`src/rtl/mmpq_pkg.sv`:
```
// ----------------------------------------------------------------------------
// mmpq_pkg - shared types and codes for the min/max priority queue
// Record layout and request codes used by the queue, its store and its scan
// unit.
// ----------------------------------------------------------------------------
package mmpq_pkg;

   localparam int unsigned REQ_W = 3;

   localparam logic [REQ_W-1:0] REQ_PUSH     = 3'd0;
   localparam logic [REQ_W-1:0] REQ_POP_MIN  = 3'd1;
   localparam logic [REQ_W-1:0] REQ_POP_MAX  = 3'd2;
   localparam logic [REQ_W-1:0] REQ_POP_LAST = 3'd3;
   localparam logic [REQ_W-1:0] REQ_CLEAR    = 3'd4;

   typedef struct packed {
      logic [9:0]  cell_idx;
      logic [15:0] cost;
      logic [7:0]  turn;
      logic [7:0]  run;
   } rec_type;

   // control into the scan unit
   typedef struct packed {
      logic vld;       // read data on the memory port belongs to the scan
      logic first;     // entry zero: load unconditionally
      logic want_max;  // pick greatest cost, else least
   } scan_ctl_type;

endpackage

```
`src/rtl/mmpq_mem.sv`:
```
// ----------------------------------------------------------------------------
// mmpq_mem - entry store
// One write port and one read port, read data registered.
// ----------------------------------------------------------------------------
module mmpq_mem
   import mmpq_pkg::*;
#(
   parameter int unsigned DEPTH = 64,
   parameter int unsigned IW    = 6
) (
   input  logic          clock,
   input  logic          wr_en,
   input  logic [IW-1:0] wr_addr,
   input  rec_type       wr_data,
   input  logic          rd_en,
   input  logic [IW-1:0] rd_addr,
   output rec_type       rd_data
);

   rec_type mem_ff [DEPTH];
   rec_type rd_data_ff;

   always_ff @(posedge clock) begin
      if (wr_en) begin
         mem_ff[wr_addr] <= wr_data;
      end
   end

   always_ff @(posedge clock) begin
      if (rd_en) begin
         rd_data_ff <= mem_ff[rd_addr];
      end
   end

   assign rd_data = rd_data_ff;

endmodule

```
`src/rtl/mmpq_scan.sv`:
```
// ----------------------------------------------------------------------------
// mmpq_scan - shared cost comparator
// Sees one stored entry per cycle and keeps the best one so far; on ties the
// later (higher index) entry wins.
// ----------------------------------------------------------------------------
module mmpq_scan
   import mmpq_pkg::*;
#(
   parameter int unsigned IW = 6
) (
   input  logic          clock,
   input  scan_ctl_type  ctl,
   input  logic [IW-1:0] idx,
   input  rec_type       rec,
   output logic [IW-1:0] best_idx,
   output rec_type       best_rec
);

   logic [IW-1:0] best_idx_ff;
   rec_type       best_rec_ff;
   logic          take;

   always_comb begin
      if (ctl.want_max) begin
         take = ctl.first || (rec.cost >= best_rec_ff.cost);
      end else begin
         take = ctl.first || (rec.cost <= best_rec_ff.cost);
      end
   end

   always_ff @(posedge clock) begin
      if (ctl.vld && take) begin
         best_idx_ff <= idx;
         best_rec_ff <= rec;
      end
   end

   assign best_idx = best_idx_ff;
   assign best_rec = best_rec_ff;

endmodule

```
`src/rtl/min_max_priority_queue_top.sv`:
```
// Sequence: push, clear, unused codes and pops on an empty queue go from IDLE
//   straight to FINISH; pop-last passes through LAST first; pop-min/pop-max
//   pass through SCAN, which reads every stored entry, MOVE, which fills the
//   hole, and FINISH, which waits for a free output register.
// Throughput: one request at a time; the next beat is taken the cycle after
//   the result is loaded into the output register.
// Reset: synchronous, active high; empties the queue, store contents are kept.
// ----------------------------------------------------------------------------
// min_max_priority_queue_top - unsorted-array priority queue
// Flood records live unsorted in a single-port-read store. Pop-min/pop-max
// stream every entry through one shared comparator, then move the newest
// entry into the hole. Pop-last and push touch one address only.
// ----------------------------------------------------------------------------
module min_max_priority_queue_top
   import mmpq_pkg::*;
#(
   parameter int unsigned QUEUE_DEPTH = 64
) (
   input  logic              clock,
   input  logic              reset,
   // request channel
   input  logic              req_valid,
   output logic              req_stall,
   input  logic [REQ_W-1:0]  req_type,
   input  logic [9:0]        req_in_cell,
   input  logic [15:0]       req_in_cost,
   input  logic [7:0]        req_in_turn,
   input  logic [7:0]        req_in_run,
   // response channel
   output logic              rsp_valid,
   input  logic              rsp_stall,
   output logic              rsp_out_valid,
   output logic [9:0]        rsp_out_cell,
   output logic [15:0]       rsp_out_cost,
   output logic [7:0]        rsp_out_turn,
   output logic [7:0]        rsp_out_run,
   output logic [6:0]        rsp_occupancy,
   output logic              rsp_is_empty,
   output logic              rsp_is_full,
   output logic              rsp_push_dropped
);

   // count holds 0..QUEUE_DEPTH, address holds 0..QUEUE_DEPTH-1
   localparam int unsigned CW = $clog2(QUEUE_DEPTH + 1);
   localparam int unsigned IW = $clog2(QUEUE_DEPTH);

   localparam logic [2:0] ST_IDLE   = 3'd0;
   localparam logic [2:0] ST_SCAN   = 3'd1;  // stream entries through comparator
   localparam logic [2:0] ST_MOVE   = 3'd2;  // fill the hole with newest entry
   localparam logic [2:0] ST_LAST   = 3'd3;  // wait for pop-last read data
   localparam logic [2:0] ST_FINISH = 3'd4;  // hand result to output register

   localparam logic [CW-1:0] DEPTH_C = CW'(QUEUE_DEPTH);

   logic [2:0]       state_ff, state_in;
   logic [CW-1:0]    cnt_ff, cnt_in;
   logic [CW-1:0]    issue_ff, issue_in;       // next scan read address
   logic             rd_vld_ff;                 // read data valid this cycle
   logic [CW-1:0]    rd_idx_ff;                 // address of that read data during a scan
   logic             want_max_ff, want_max_in;

   // result staged before it reaches the output register
   logic             res_valid_ff, res_valid_in;
   rec_type          res_rec_ff, res_rec_in;
   logic             res_drop_ff, res_drop_in;

   // output register
   logic             rsp_valid_ff;
   logic             out_valid_ff;
   rec_type          out_rec_ff;
   logic [6:0]       occ_ff;
   logic             empty_ff, full_ff, drop_ff;

   // store and scan hookup
   logic             wr_en, rd_en;
   logic [IW-1:0]    wr_addr, rd_addr;
   rec_type          wr_data, rd_data, push_rec;
   scan_ctl_type     scan_ctl;
   logic [IW-1:0]    best_idx;
   rec_type          best_rec;

   logic             accept;
   logic             rsp_free;
   logic             scan_done;

   assign accept    = req_valid && !req_stall;
   assign req_stall = (state_ff != ST_IDLE);
   assign rsp_free  = !rsp_valid_ff || !rsp_stall;
   assign scan_done = rd_vld_ff && (rd_idx_ff == (cnt_ff - CW'(1)));

   assign push_rec = '{cell_idx: req_in_cell, cost: req_in_cost,
                       turn: req_in_turn, run: req_in_run};

   assign scan_ctl = '{vld:      rd_vld_ff && (state_ff == ST_SCAN),
                       first:    (rd_idx_ff == '0),
                       want_max: want_max_ff};

   always_comb begin
      state_in     = state_ff;
      cnt_in       = cnt_ff;
      issue_in     = issue_ff;
      want_max_in  = want_max_ff;
      res_valid_in = res_valid_ff;
      res_rec_in   = res_rec_ff;
      res_drop_in  = res_drop_ff;
      wr_en        = 1'b0;
      wr_addr      = cnt_ff[IW-1:0];
      wr_data      = push_rec;
      rd_en        = 1'b0;
      rd_addr      = issue_ff[IW-1:0];

      unique case (state_ff)
         ST_IDLE: begin
            if (accept) begin
               res_valid_in = 1'b0;
               res_rec_in   = '0;
               res_drop_in  = 1'b0;
               want_max_in  = (req_type == REQ_POP_MAX);
               issue_in     = '0;
               state_in     = ST_FINISH;
               unique case (req_type)
                  REQ_PUSH: begin
                     if (cnt_ff < DEPTH_C) begin
                        wr_en  = 1'b1;
                        cnt_in = cnt_ff + CW'(1);
                     end else begin
                        res_drop_in = 1'b1;
                     end
                  end
                  REQ_POP_MIN, REQ_POP_MAX: begin
                     if (cnt_ff != '0) begin
                        state_in = ST_SCAN;
                     end
                  end
                  REQ_POP_LAST: begin
                     if (cnt_ff != '0) begin
                        rd_en    = 1'b1;
                        rd_addr  = IW'(cnt_ff - CW'(1));
                        cnt_in   = cnt_ff - CW'(1);
                        state_in = ST_LAST;
                     end
                  end
                  REQ_CLEAR: begin
                     cnt_in = '0;
                  end
                  default: begin
                     // unused codes report status only
                  end
               endcase
            end
         end
         ST_SCAN: begin
            if (issue_ff < cnt_ff) begin
               rd_en    = 1'b1;
               issue_in = issue_ff + CW'(1);
            end
            if (scan_done) begin
               state_in = ST_MOVE;
            end
         end
         ST_MOVE: begin
            // read data still holds the newest entry
            wr_en        = 1'b1;
            wr_addr      = best_idx;
            wr_data      = rd_data;
            res_valid_in = 1'b1;
            res_rec_in   = best_rec;
            cnt_in       = cnt_ff - CW'(1);
            state_in     = ST_FINISH;
         end
         ST_LAST: begin
            res_valid_in = 1'b1;
            res_rec_in   = rd_data;
            state_in     = ST_FINISH;
         end
         ST_FINISH: begin
            if (rsp_free) begin
               state_in = ST_IDLE;
            end
         end
         default: begin
            state_in = ST_IDLE;
         end
      endcase
   end

   always_ff @(posedge clock) begin
      if (reset) begin
         state_ff  <= ST_IDLE;
         cnt_ff    <= '0;
         rd_vld_ff <= 1'b0;
      end else begin
         state_ff  <= state_in;
         cnt_ff    <= cnt_in;
         rd_vld_ff <= rd_en;
      end
   end

   always_ff @(posedge clock) begin
      issue_ff     <= issue_in;
      rd_idx_ff    <= issue_ff;
      want_max_ff  <= want_max_in;
      res_valid_ff <= res_valid_in;
      res_rec_ff   <= res_rec_in;
      res_drop_ff  <= res_drop_in;
   end

   // output register: loads in FINISH once the slot is free
   always_ff @(posedge clock) begin
      if (reset) begin
         rsp_valid_ff <= 1'b0;
      end else if ((state_ff == ST_FINISH) && rsp_free) begin
         rsp_valid_ff <= 1'b1;
      end else if (!rsp_stall) begin
         rsp_valid_ff <= 1'b0;
      end
   end

   always_ff @(posedge clock) begin
      if ((state_ff == ST_FINISH) && rsp_free) begin
         out_valid_ff <= res_valid_ff;
         out_rec_ff   <= res_rec_ff;
         occ_ff       <= 7'(cnt_ff);
         empty_ff     <= (cnt_ff == '0);
         full_ff      <= (cnt_ff == DEPTH_C);
         drop_ff      <= res_drop_ff;
      end
   end

   mmpq_mem #(
      .DEPTH (QUEUE_DEPTH),
      .IW    (IW)
   ) u_mem (
      .clock   (clock),
      .wr_en   (wr_en),
      .wr_addr (wr_addr),
      .wr_data (wr_data),
      .rd_en   (rd_en),
      .rd_addr (rd_addr),
      .rd_data (rd_data)
   );

   mmpq_scan #(
      .IW (IW)
   ) u_scan (
      .clock    (clock),
      .ctl      (scan_ctl),
      .idx      (rd_idx_ff[IW-1:0]),
      .rec      (rd_data),
      .best_idx (best_idx),
      .best_rec (best_rec)
   );

   assign rsp_valid        = rsp_valid_ff;
   assign rsp_out_valid    = out_valid_ff;
   assign rsp_out_cell     = out_rec_ff.cell_idx;
   assign rsp_out_cost     = out_rec_ff.cost;
   assign rsp_out_turn     = out_rec_ff.turn;
   assign rsp_out_run      = out_rec_ff.run;
   assign rsp_occupancy    = occ_ff;
   assign rsp_is_empty     = empty_ff;
   assign rsp_is_full      = full_ff;
   assign rsp_push_dropped = drop_ff;

endmodule

```
`config.mk`:
```
export PLATFORM = sky130hd
export DESIGN_NAME = min_max_priority_queue_top
export DESIGN_NICKNAME = d
export VERILOG_FILES = /design/src/rtl/mmpq_pkg.sv /design/src/rtl/mmpq_mem.sv /design/src/rtl/mmpq_scan.sv /design/src/rtl/min_max_priority_queue_top.sv
export SDC_FILE = /design/constraint.sdc
export NUM_CORES = 2
export LEC_CHECK = 0
export ABC_AREA = 0
export ABC_CLOCK_PERIOD_IN_PS = 12270
export BUFFER_PORTS_ARGS = -buffer_cell sky130_fd_sc_hd__buf_4
export CAP_MARGIN = 15
export CORE_ASPECT_RATIO = 1.25
export CORE_UTILIZATION = 34
export DETAILED_ROUTE_END_ITERATION = 16
export PLACE_DENSITY = 0.45
export SKIP_CTS_REPAIR_TIMING = 1
export SYNTH_ARGS = -nofsm -noshare
export SYNTH_HDL_FRONTEND = slang
export SYNTH_SLANG_ARGS = --single-unit
```
`constraint.sdc`:
```
create_clock -name clock -period 12.27 [get_ports clock]
set_input_delay 3.681 -clock clock [delete_from_list [all_inputs] [get_ports clock]]
set_output_delay 3.681 -clock clock [all_outputs]
set_load 0.02 [all_outputs]
```
==> flow_summary.json <==
{
  "dr.pass1.iters": 5,
  "ys_warn_count": 0,
  "drtIter0Drc": 8567,
  "cts_root_buffer": "clkbuf_16",
  "rows": 234,
  "fin_nets": 6711,
  "synth-seq-cells": 2902,
  "peakVddDrop_v": 0.0001097,
  "max_freq_mhz": 126.9,
  "cts_sinks": 2902,
  "period_needed_ns": 7.877,
  "globalplace.congestion": 0.8039,
  "startpoint_type": "input port",
  "dpl.hpwl_mm": 231.4,
  "hold_viol": 0,
  "crit_family": "buffers and inverters",
  "synth_common_cells": "2,883 x edfxtp_1, 1,209 x nand2_1, 389 x mux4_2",
  "synth_seq_area_share_pct": 78.03,
  "clock_latency_ns": 0.89,
  "status": "complete, no violations",
  "synth_ff_type": "edfxtp_1",
  "internal_power_mw": 16.47,
  "remaining_drc_errors": 0,
  "end_kind": "flip-flop",
  "p_leak_nw": 40.86,
  "tightest_slew_ns": 1.268,
  "clkPwrFrac_pct": 38.9,
  "cp.required_ns": 12.89,
  "synth_top_area_share_pct": 77.69,
  "hold_path.class": "flip-flop to flip-flop",
  "core_area_um2": 325600,
  "synth_most_common_cell": "edfxtp_1",
  "grt_pass1_wl_mm": 557.4,
  "p_switching_mw": 5.445,
  "vias_per_cell": 5.700,
  "initial_core_util_pct": 34.23,
  "combPwrFrac_pct": 10.4,
  "p_per_area_nw_per_um2": 171.0,
  "drt_wl_total_mm": 416.0,
  "layout_worst_path_cycle_share_pct": 64.20,
  "ioPinCount": 104,
  "grt_max_degree": 98,
  "cts_buffers": 292,
  "switching_share_pct": 24.84,
  "setup_viol": 0,
  "slew_headroom_pct": 15.15,
  "max_cap_viol_count": 0,
  "netlist_area_um2": 111400,
  "pwr-share-seq_pct": 50.7,
  "async_reset_ff_share_pct": 0,
  "drtAntennaViolNets": 0,
  "fin_worst_skew_ns": 0.05429,
  "synth_edf_count": 2883,
  "htreeDepth": 5,
  "worst-path-buf-inv": 3,
  "netlist_instances": 6325,
  "syn-num-nets": 6400,
  "crit_type": "input port to flip-flop",
  "synth.top_cells.by_area": "edfxtp_1 78%, mux4_2 7.9%, nand2_1 4.1%",
  "grt_pass1_vias": 62590,
  "antenna_found_initial": 24,
  "drive_above_1_share_pct": 18.75,
  "slowest_stage": "buf_4",
  "clockBufferDepth": 4,
  "die_h_um": 642.1,
  "syn_area_per_cell_um2": 17.62,
  "clk_pin_slew_ns": 0.06,
  "die_area_um2": 330100,
  "yosysTopAreaCell": "edfxtp_1",
  "gr-usage-all-layers_pct": 24.83,
  "tns_ns": 0,
  "slowest_delay_ns": 0.86,
  "portBuffers": 103,
  "fillers": 29770,
  "die_w_um": 514.1,
  "syn_to_final_growth_pct": 15.03,
  "cpMostUsedCell": "buf_4",
  "cts_tree": "yes",
  "rsz0062_at_grt": "false",
  "cp_max_fo": 60,
  "grt_overflow": 0,
  "via_count": 63970,
  "crit_arrival_ns": 8.49,
  "synth_cell_types": 62,
  "wl_per_cell_um": 37.07,
  "maxSlewViolCount": 0,
  "total_power_mw": 21.92,
  "crit_chain": "buf_4 > nor4b_4 > o211a_1 > mux2_8 > buf_4 > buf_4 > mux4_2 > a22oi_1 > nand4_1 > or2_2"
}
## routing by layer
layer  vias up  track usage (%)  wire length (um)
met5         -                0                13
met4         2            8.185             14880
met3       589            3.526             28660
met2      2780            41.77            205000
met1     34910            32.92            167400
li1      25700                -                 -
## cells by family (layout without fill, tap and decap cells)
| kind of cell | after synthesis | count (layout) | share of synthesized area, % |
|---|---|---|---|
| flops | 2902 | 2902 | 78.03 |
| xor+xnor | 17 | 17 | 0.1336 |
| other cells | 0 | 4 | 0 |
| mux | 465 | 465 | 8.554 |
| buf+inv | 377 | 904 | 1.556 |
| compound gates | 654 | 654 | 4.192 |
| simple gates | 1884 | 1884 | 7.245 |
| fa+ha+maj | 26 | 26 | 0.2919 |
## cells in the final DEF (no fill, tap or decap), types with 19 or more instances in the layout
master	synthesis	routed
a22o_1	42	42
dfxtp_1	19	19
clkinv_1	0	74
nand3_1	326	326
nand2_1	1209	1171
nand2_2	0	36
a221oi_1	24	24
buf_4	23	328
buf_12	0	33
clkinv_2	0	44
nor2_4	0	79
a22oi_1	101	101
nand4_1	72	72
inv_1	29	29
and3_1	61	61
a21oi_1	112	104
o2111ai_1	55	55
mux4_2	389	389
clkbuf_16	0	302
ha_1	26	26
or3_1	20	20
nor2_1	133	50
edfxtp_1	2883	2883
mux2i_1	67	63
clkbuf_1	124	69
o21ai_0	56	52
a31oi_1	107	107
a32oi_1	60	60
## registers in the layout, summed over array words and instances, names as in the netlist, 7 cells and up
| register | cells |
|---|---|
| u_scan.best_rec | 42 |
| rsp_out_cell | 10 |
| rsp_out_turn | 8 |
| rd_idx_ff | 7 |
| rsp_out_run | 8 |
| u_mem.mem_ff | 2688 |
| u_mem.rd_data | 42 |
| res_rec_ff | 42 |
| rsp_occupancy | 7 |
| cnt_ff | 7 |
| rsp_out_cost | 16 |
| issue_ff | 7 |
## per-stage QoR
step,cells,area (um2),setup slack (ns),utilization (%),hold WS [ns]
floorplan,6325,111400,5.501,-,0.3829
global route,11220,128200,4.185,39.37,0.4263
detailed placement,10690,119000,3.415,36.57,0.4045
finish,11220,128200,4.393,39.37,0.4174
global placement,10680,118900,3.413,36.54,0.4019
CTS,11200,127800,4.370,39.25,0.4172
## power by group through the flow
stage	logic (mW)	clock network, mW	registers, mW
after floorplan	1.31	0	11.3
after global placement	2.25	0	11.3
after detailed placement	2.26	0	11.3
after CTS	2.26	8.65	11.1
after global routing	2.40	9.01	11.1
final	2.28	8.52	11.1
## cell type report
class / instances / area, um2 / share of cell area (%)
well taps: 4366 / 5463 / 4.261
inverters: 29 / 108.9 / 0.08491
clock inverters: 139 / 923.4 / 0.7203
repair buffers: 365 / 3217 / 2.509
multi-input cells: 3046 / 23700 / 18.49
diodes: 4 / 10.01 / 0.007808
flip-flops and latches: 2902 / 86950 / 67.83
clock buffers: 371 / 7816 / 6.097
## worst paths after layout
kind	startpoint	slack, ns	cells after the start	endpoint
worst min-delay path	res_rec_ff[31]	0.42	0	rsp_out_cost[15]
worst max register to register	cnt_ff[0]	6.22	11	u_mem.rd_data[9]
worst max-delay path	req_valid	4.39	10	u_mem.rd_data[9]
worst min register to register	res_rec_ff[31]	0.42	0	rsp_out_cost[15]
No activity file was read; power rests on OpenSTA's default activity.
